$ cat config.mk
export PLATFORM = sky130hd
export DESIGN_NAME = gspt_mul
export DESIGN_NICKNAME = d
export VERILOG_FILES = /design/src/rtl/core/gspt_pkg.sv /design/src/rtl/core/gspt_mul.sv
export SDC_FILE = /design/constraint.sdc
export NUM_CORES = 2
export LEC_CHECK = 0
export BUFFER_PORTS_ARGS = -buffer_cell sky130_fd_sc_hd__buf_4
export CAP_MARGIN = 20
export CORE_ASPECT_RATIO = 1.1
export CORE_MARGIN = 2
export CORE_UTILIZATION = 67
export CTS_BUF_LIST = sky130_fd_sc_hd__clkbuf_2
export DETAILED_ROUTE_END_ITERATION = 6
export GPL_TIMING_DRIVEN = 0
export PLACE_DENSITY = 0.85
export SLEW_MARGIN = 10
export SYNTH_ARGS = -nofsm -noshare
export SYNTH_HDL_FRONTEND = slang
export SYNTH_SLANG_ARGS = --single-unit
$ cat constraint.sdc
create_clock -name aclk -period 7.8 [get_ports aclk]
set_input_delay 0 -clock aclk [delete_from_list [all_inputs] [get_ports aclk]]
set_output_delay 0 -clock aclk [all_outputs]
set_load 0.1 [all_outputs]
$ cat src/rtl/core/gspt_pkg.sv
// shared types, constants and fixed-point helpers for the grid snap point transform
// no dependencies; used by every module of the block
package gspt_pkg;

    localparam int W  = 40;
    localparam int F  = 24;
    localparam int W2 = 2 * W;
    localparam int HL = W / 2;
    localparam int HH = W - HL;
    localparam int MODE_W = 13;

    localparam int MB_RADIAL = 0;
    localparam int MB_NORM   = 1;
    localparam int MB_AXIS   = 2;
    localparam int MB_ROUND  = 5;
    localparam int MB_ROOT   = 8;
    localparam int MB_PLANE  = 9;
    localparam int MB_INV    = 12;

    localparam int MUL_LAT  = 2;
    localparam int SQRT_LAT = W;
    localparam int DIV_LAT  = W2;

    localparam int T_IN  = 1;
    localparam int T_SQ  = T_IN + MUL_LAT;
    localparam int T_M1  = T_SQ + 1;
    localparam int T_RT  = T_M1 + SQRT_LAT;
    localparam int T_M2  = T_RT + 1;
    localparam int T_D1  = T_M2 + DIV_LAT;
    localparam int T_Q   = T_D1 + 1;
    localparam int T_P1  = T_Q + MUL_LAT;
    localparam int T_D2  = T_P1 + DIV_LAT;
    localparam int T_A1  = T_D2 + 1;
    localparam int T_A2  = T_A1 + 1;
    localparam int T_A3  = T_A2 + 1;
    localparam int T_P2  = T_A3 + MUL_LAT;
    localparam int T_S2  = T_P2 + 1;
    localparam int T_P3  = T_S2 + MUL_LAT;
    localparam int T_OUT = T_P3 + 1;
    localparam int T_DE1 = T_IN + MUL_LAT + 1;
    localparam int T_DE2 = T_DE1 + MUL_LAT + 1;
    localparam int T_DE3 = T_DE2 + 1;

    localparam logic [W-1:0] MAXU = {1'b0, {(W-1){1'b1}}};
    localparam logic signed [W-1:0] MAXV = {1'b0, {(W-1){1'b1}}};
    localparam logic signed [W-1:0] MINV = {1'b1, {(W-1){1'b0}}};
    localparam logic [W-1:0] ONE = W'(1) << F;

    typedef enum logic [2:0] {
        CFG_MODE, CFG_MASTER, CFG_MULT_X, CFG_MULT_Y,
        CFG_MULT_Z, CFG_POST, CFG_DE_SCALE, CFG_DE_OFFSET
    } cfg_idx_t;

    typedef struct packed {
        logic signed [W-1:0] pos_x;
        logic signed [W-1:0] pos_y;
        logic signed [W-1:0] pos_z;
        logic signed [W-1:0] dist_est;
    } in_t;

    typedef struct packed {
        logic signed [W-1:0] out_x;
        logic signed [W-1:0] out_y;
        logic signed [W-1:0] out_z;
        logic signed [W-1:0] out_dist_est;
        logic                div_fault;
    } out_t;

    typedef struct packed {
        logic                radial;
        logic                norm;
        logic                inv;
        logic                axis_en;
        logic                rnd;
        logic                cfg_fault;
        logic [W-1:0]        master;
        logic [W-1:0]        bs;
        logic signed [W-1:0] post;
    } lane_cfg_t;

    function automatic logic [W-1:0] mag(input logic signed [W-1:0] a);
        return a[W-1] ? W'(-a) : W'(a);
    endfunction

    // floor of a signed quotient given its magnitude, saturated
    function automatic logic signed [W-1:0] fl_sat(input logic neg, input logic [W2-1:0] q,
                                                   input logic rnz);
        logic [W2:0] qq;
        logic [W2:0] lim;
        qq  = {1'b0, q} + (W2+1)'(neg & rnz);
        lim = (W2+1)'(MAXU) + (W2+1)'(neg);
        if (qq > lim) begin
            return neg ? MINV : MAXV;
        end
        return neg ? -$signed(qq[W-1:0]) : $signed(qq[W-1:0]);
    endfunction

    function automatic logic signed [W-1:0] sat_add(input logic signed [W-1:0] a,
                                                    input logic signed [W-1:0] b);
        logic signed [W:0] s;
        s = {a[W-1], a} + {b[W-1], b};
        if (s[W] != s[W-1]) begin
            return s[W] ? MINV : MAXV;
        end
        return s[W-1:0];
    endfunction

    // nonnegative product shifted down by the fraction, saturated
    function automatic logic [W-1:0] sat_shr(input logic [W2-1:0] p);
        if (|p[W2-1:F+W-1]) begin
            return MAXU;
        end
        return W'(p[F+W-2:F]);
    endfunction

    function automatic logic [W-1:0] sadd_u(input logic [W-1:0] a, input logic [W-1:0] b);
        logic [W-1:0] s;
        s = a + b;
        return s[W-1] ? MAXU : s;
    endfunction

endpackage

$ cat src/rtl/core/gspt_mul.sv
// two-stage unsigned multiplier built from four half-width partial products
// depends on gspt_pkg
module gspt_mul (
    input  logic                     aclk,
    input  logic                     en,
    input  logic [gspt_pkg::W-1:0]   a_i,
    input  logic [gspt_pkg::W-1:0]   b_i,
    output logic [gspt_pkg::W2-1:0]  p_o
);
    localparam int W  = gspt_pkg::W;
    localparam int W2 = gspt_pkg::W2;
    localparam int HL = gspt_pkg::HL;
    localparam int HH = gspt_pkg::HH;

    logic [2*HL-1:0]  ll_reg;
    logic [HL+HH-1:0] lh_reg;
    logic [HL+HH-1:0] hl_reg;
    logic [2*HH-1:0]  hh_reg;
    logic [W2-1:0]    p_reg;

    always_ff @(posedge aclk) begin
        if (en) begin
            ll_reg <= a_i[HL-1:0] * b_i[HL-1:0];
            lh_reg <= a_i[HL-1:0] * b_i[W-1:HL];
            hl_reg <= a_i[W-1:HL] * b_i[HL-1:0];
            hh_reg <= a_i[W-1:HL] * b_i[W-1:HL];
            p_reg  <= W2'(ll_reg) + (W2'(lh_reg) << HL) + (W2'(hl_reg) << HL)
                    + (W2'(hh_reg) << (2 * HL));
        end
    end

    assign p_o = p_reg;
endmodule

==> summary.md <==
| Metric | Value |
|---|---|
| Outcome | finished, violations left |
| Failing checks | DRC |
| Layout Nets | 9,008 |
| Gpl congestion | 1.10 |
| Critical path peak fanout | 10 |
| Hpwl dp | 198,000 um |
| Routed WL | 246,000 um |
| Vias in the first global route | 53,500 |
| Netlist cell types | 81 |
| PortBufs | 81 |
| Flops & latches, synth | 240 |
| Final period utilization | 97.3% |
| Most common cell after layout, fill and taps aside | inv_1 |
| RSZ-0062 raised after global routing | no |
| Mapped cell area | 64,100 um^2 |
| Setup CP Type | in2reg |
| Max-Cap Viols | 0 |
| Setup bufs post-CTS | 0 |
| CTS tree | done |
| CP cell instances | dlygate4sd3_1, clkbuf_1, and2_1, fa_1, fa_1, inv_1, fa_1, inv_1, fa_1, ha_1, fa_1, inv_1, fa_1, inv_1, ha_1, nand2_1, a211oi_1, o21ai_0, a2111oi_1, o21ai_0, nand2_1, o21ai_0, xnor2_1 |
| Cell chosen for the clock root | clkbuf_2 |
| # clock sinks | 240 |
| Post-synth top area cell | fa_1 |
| Initial antenna violation count | 48 |
| Initial Utilization | 67.3% |
| Clock buffer count from CTS | 61 |
| Sequential fraction of the synthesis area | 11.2% |
| 1st-pass router iterations | 7 |
| Syn Nets | 8,809 |
| Cell depth of the worst hold path | 6 |
| Clock transition at the registers of the reported paths | 0.11 ns |
| Worst-Margin Slew | 1.31 ns |
| CORE AREA | 95,300 um^2 |
| Initial DRC count | 5,889 |
| Final Critical Period | 7.59 ns |
| DRC | 1 |
| Reg2reg path depth | 12 |
| Largest net degree at the start of global routing | 118 |
| Crit path max-delay cell type | a2111oi_1 |
| Skew-Pair Late Insertion Delay | 1.30 ns |
| Post-synth top flop | edfxtp_1 |
| Endpoints failing setup | 0 |
| Die X | 299 um |
| Die Height | 328 um |
| Number of synthesized flops with an enable pin | 240 |
| Synth warn | 0 |
| Global-route wire length before repair | 351,000 um |
| # fillers | 7,173 |
| Synth Instances | 6,766 |
| Clk buf depth | 3 |
| Highest clock rate | 132 MHz |
| Final core utilization | 71.0% |
| Io pins | 162 |
| Fraction of layout cells with a size suffix above 1 | 3.66% |
| FFs w/ async S/R, synth | 0% |
| Pins Over Slew Limit | 0 |
| Row count | 119 |
| Synthesized area per cell | 9.48 um^2 |
| Number of flip-flops in the largest register | 80 |
| CP required | 8.83 ns |
| Crit path capture type | register |
| Worst Setup Start Kind | primary input |
| Vias | 52,000 |
| Vias per std cell | 6.26 |
| Hold Path Class | in2reg |
| Most used cell, CP | fa_1 |
| Arr. time, crit path | 8.62 ns |
| Die area | 98,200 um^2 |
| Critical Path Max Stage Delay | 1.15 ns |
| Total track usage | 50.9% |
| Synth top area cells | fa_1 41%, ha_1 12%, edfxtp_1 11% |
| Hold Vio Cnt, Final | 0 |
| Share of the synthesized area in the top cell type | 41.2% |
| Synth-to-Final Area Change | 5.54% |
| Most frequent cells in the layout | 1,439 x inv_1, 1,321 x fa_1, 898 x and2_1 |
| Routed length per instance | 29.6 um |
| Worst slew margin | 12.0% |
| Grt ovf | 0 |
| ANT nets after route | 0 |
| Clk_skew | 0.242 ns |
| Htree depth | 2 |
-- layer usage --
metal	global-route usage [%]	routed length [um]
met1	58.4	79100
met2	74.9	105000
met3	18.8	33600
met4	45.2	28100
met5	0	292
-- final cells by class --
type	instances	area, um^2	area share, %
antenna	30	75.1	0.111
buffer	360	1360	2.01
clock buffer	73	365	0.540
clock inverter	40	221	0.327
inverter	1439	5400	7.98
multi-input combinational	4727	50200	74.1
sequential	240	7210	10.6
tap	1270	1590	2.35
timing repair buffer	136	1300	1.92
-- Yosys cell counts, types with 8 or more instances --
master	n
o21a_1	21
nand2_1	825
a21oi_1	173
nand4_1	34
xnor2_1	145
and3_1	27
nand3_1	47
nor2_1	92
o21ai_0	71
o21bai_1	38
a211oi_1	18
edfxtp_1	240
fa_1	1321
clkbuf_1	354
and2_1	898
xor2_1	58
a21o_1	98
o31ai_1	8
nand2b_1	17
inv_1	1439
nor3_1	18
ha_1	640
o21ai_1	18
nor2b_1	18
a31oi_1	18
-- per-stage QoR --
| step | TNS [ns] | hold WS (ns) | cell area (um^2) | std cells | worst slack (ns) |
|---|---|---|---|---|---|
| 2_1_floorplan | 0 | 0.112 | 64100 | 6766 | 1.38 |
| 3_3_place_gp | -0.564 | 0.401 | 66300 | 8117 | -0.383 |
| 3_5_place_dp | -0.302 | 0.409 | 66600 | 8133 | -0.160 |
| 4_1_cts | 0 | 0.0204 | 67300 | 8265 | 0.791 |
| 5_1_grt | 0 | 0.0425 | 67600 | 8288 | 0.431 |
| 6_report | 0 | 0.0708 | 67700 | 8315 | 0.209 |
-- what timing repair did --
item / 4_1_cts / 5_1_grt
resized for setup: 0 / 0
hold buffers: 19 / 1
hold endpoints to repair: 259 / 3
-- worst paths after layout --
path | start | slack, ns | end
worst max-delay path | b_i[22] | 0.21 | lh_reg[39]$_DFFE_PP_
worst min-delay path | a_i[12] | 0.07 | ll_reg[13]$_DFFE_PP_
worst max register to register | lh_reg[7]$_DFFE_PP_ | 2.80 | p_o[78]$_DFFE_PP_
worst min register to register | ll_reg[14]$_DFFE_PP_ | 0.43 | p_o[14]$_DFFE_PP_
-- kinds of logic (layout without fill, tap and decap cells) --
group	Yosys count	count (layout)	share of synthesized area, %
simple gates	2009	2009	16.0
xor+xnor	203	203	2.77
flops	240	240	11.2
mux	3	3	0.0468
buf+inv	1799	2048	10.5
compound gates	551	551	5.70
fa+ha+maj	1961	1961	53.7
other cells	0	30	0
-- critical path, delay by kind of cell --
kind	cells	cell delay [ns]
xor gates and xnor gates	1	0.40
AOI/OAI and AO/OA	5	2.85
and+or+nand+nor	3	0.47
buffers and inverters	6	1.33
adders and majority gates	8	3.53
Power is not shown: default switching activity piles up to over one toggle a cycle in this logic, so the estimate is an artifact.
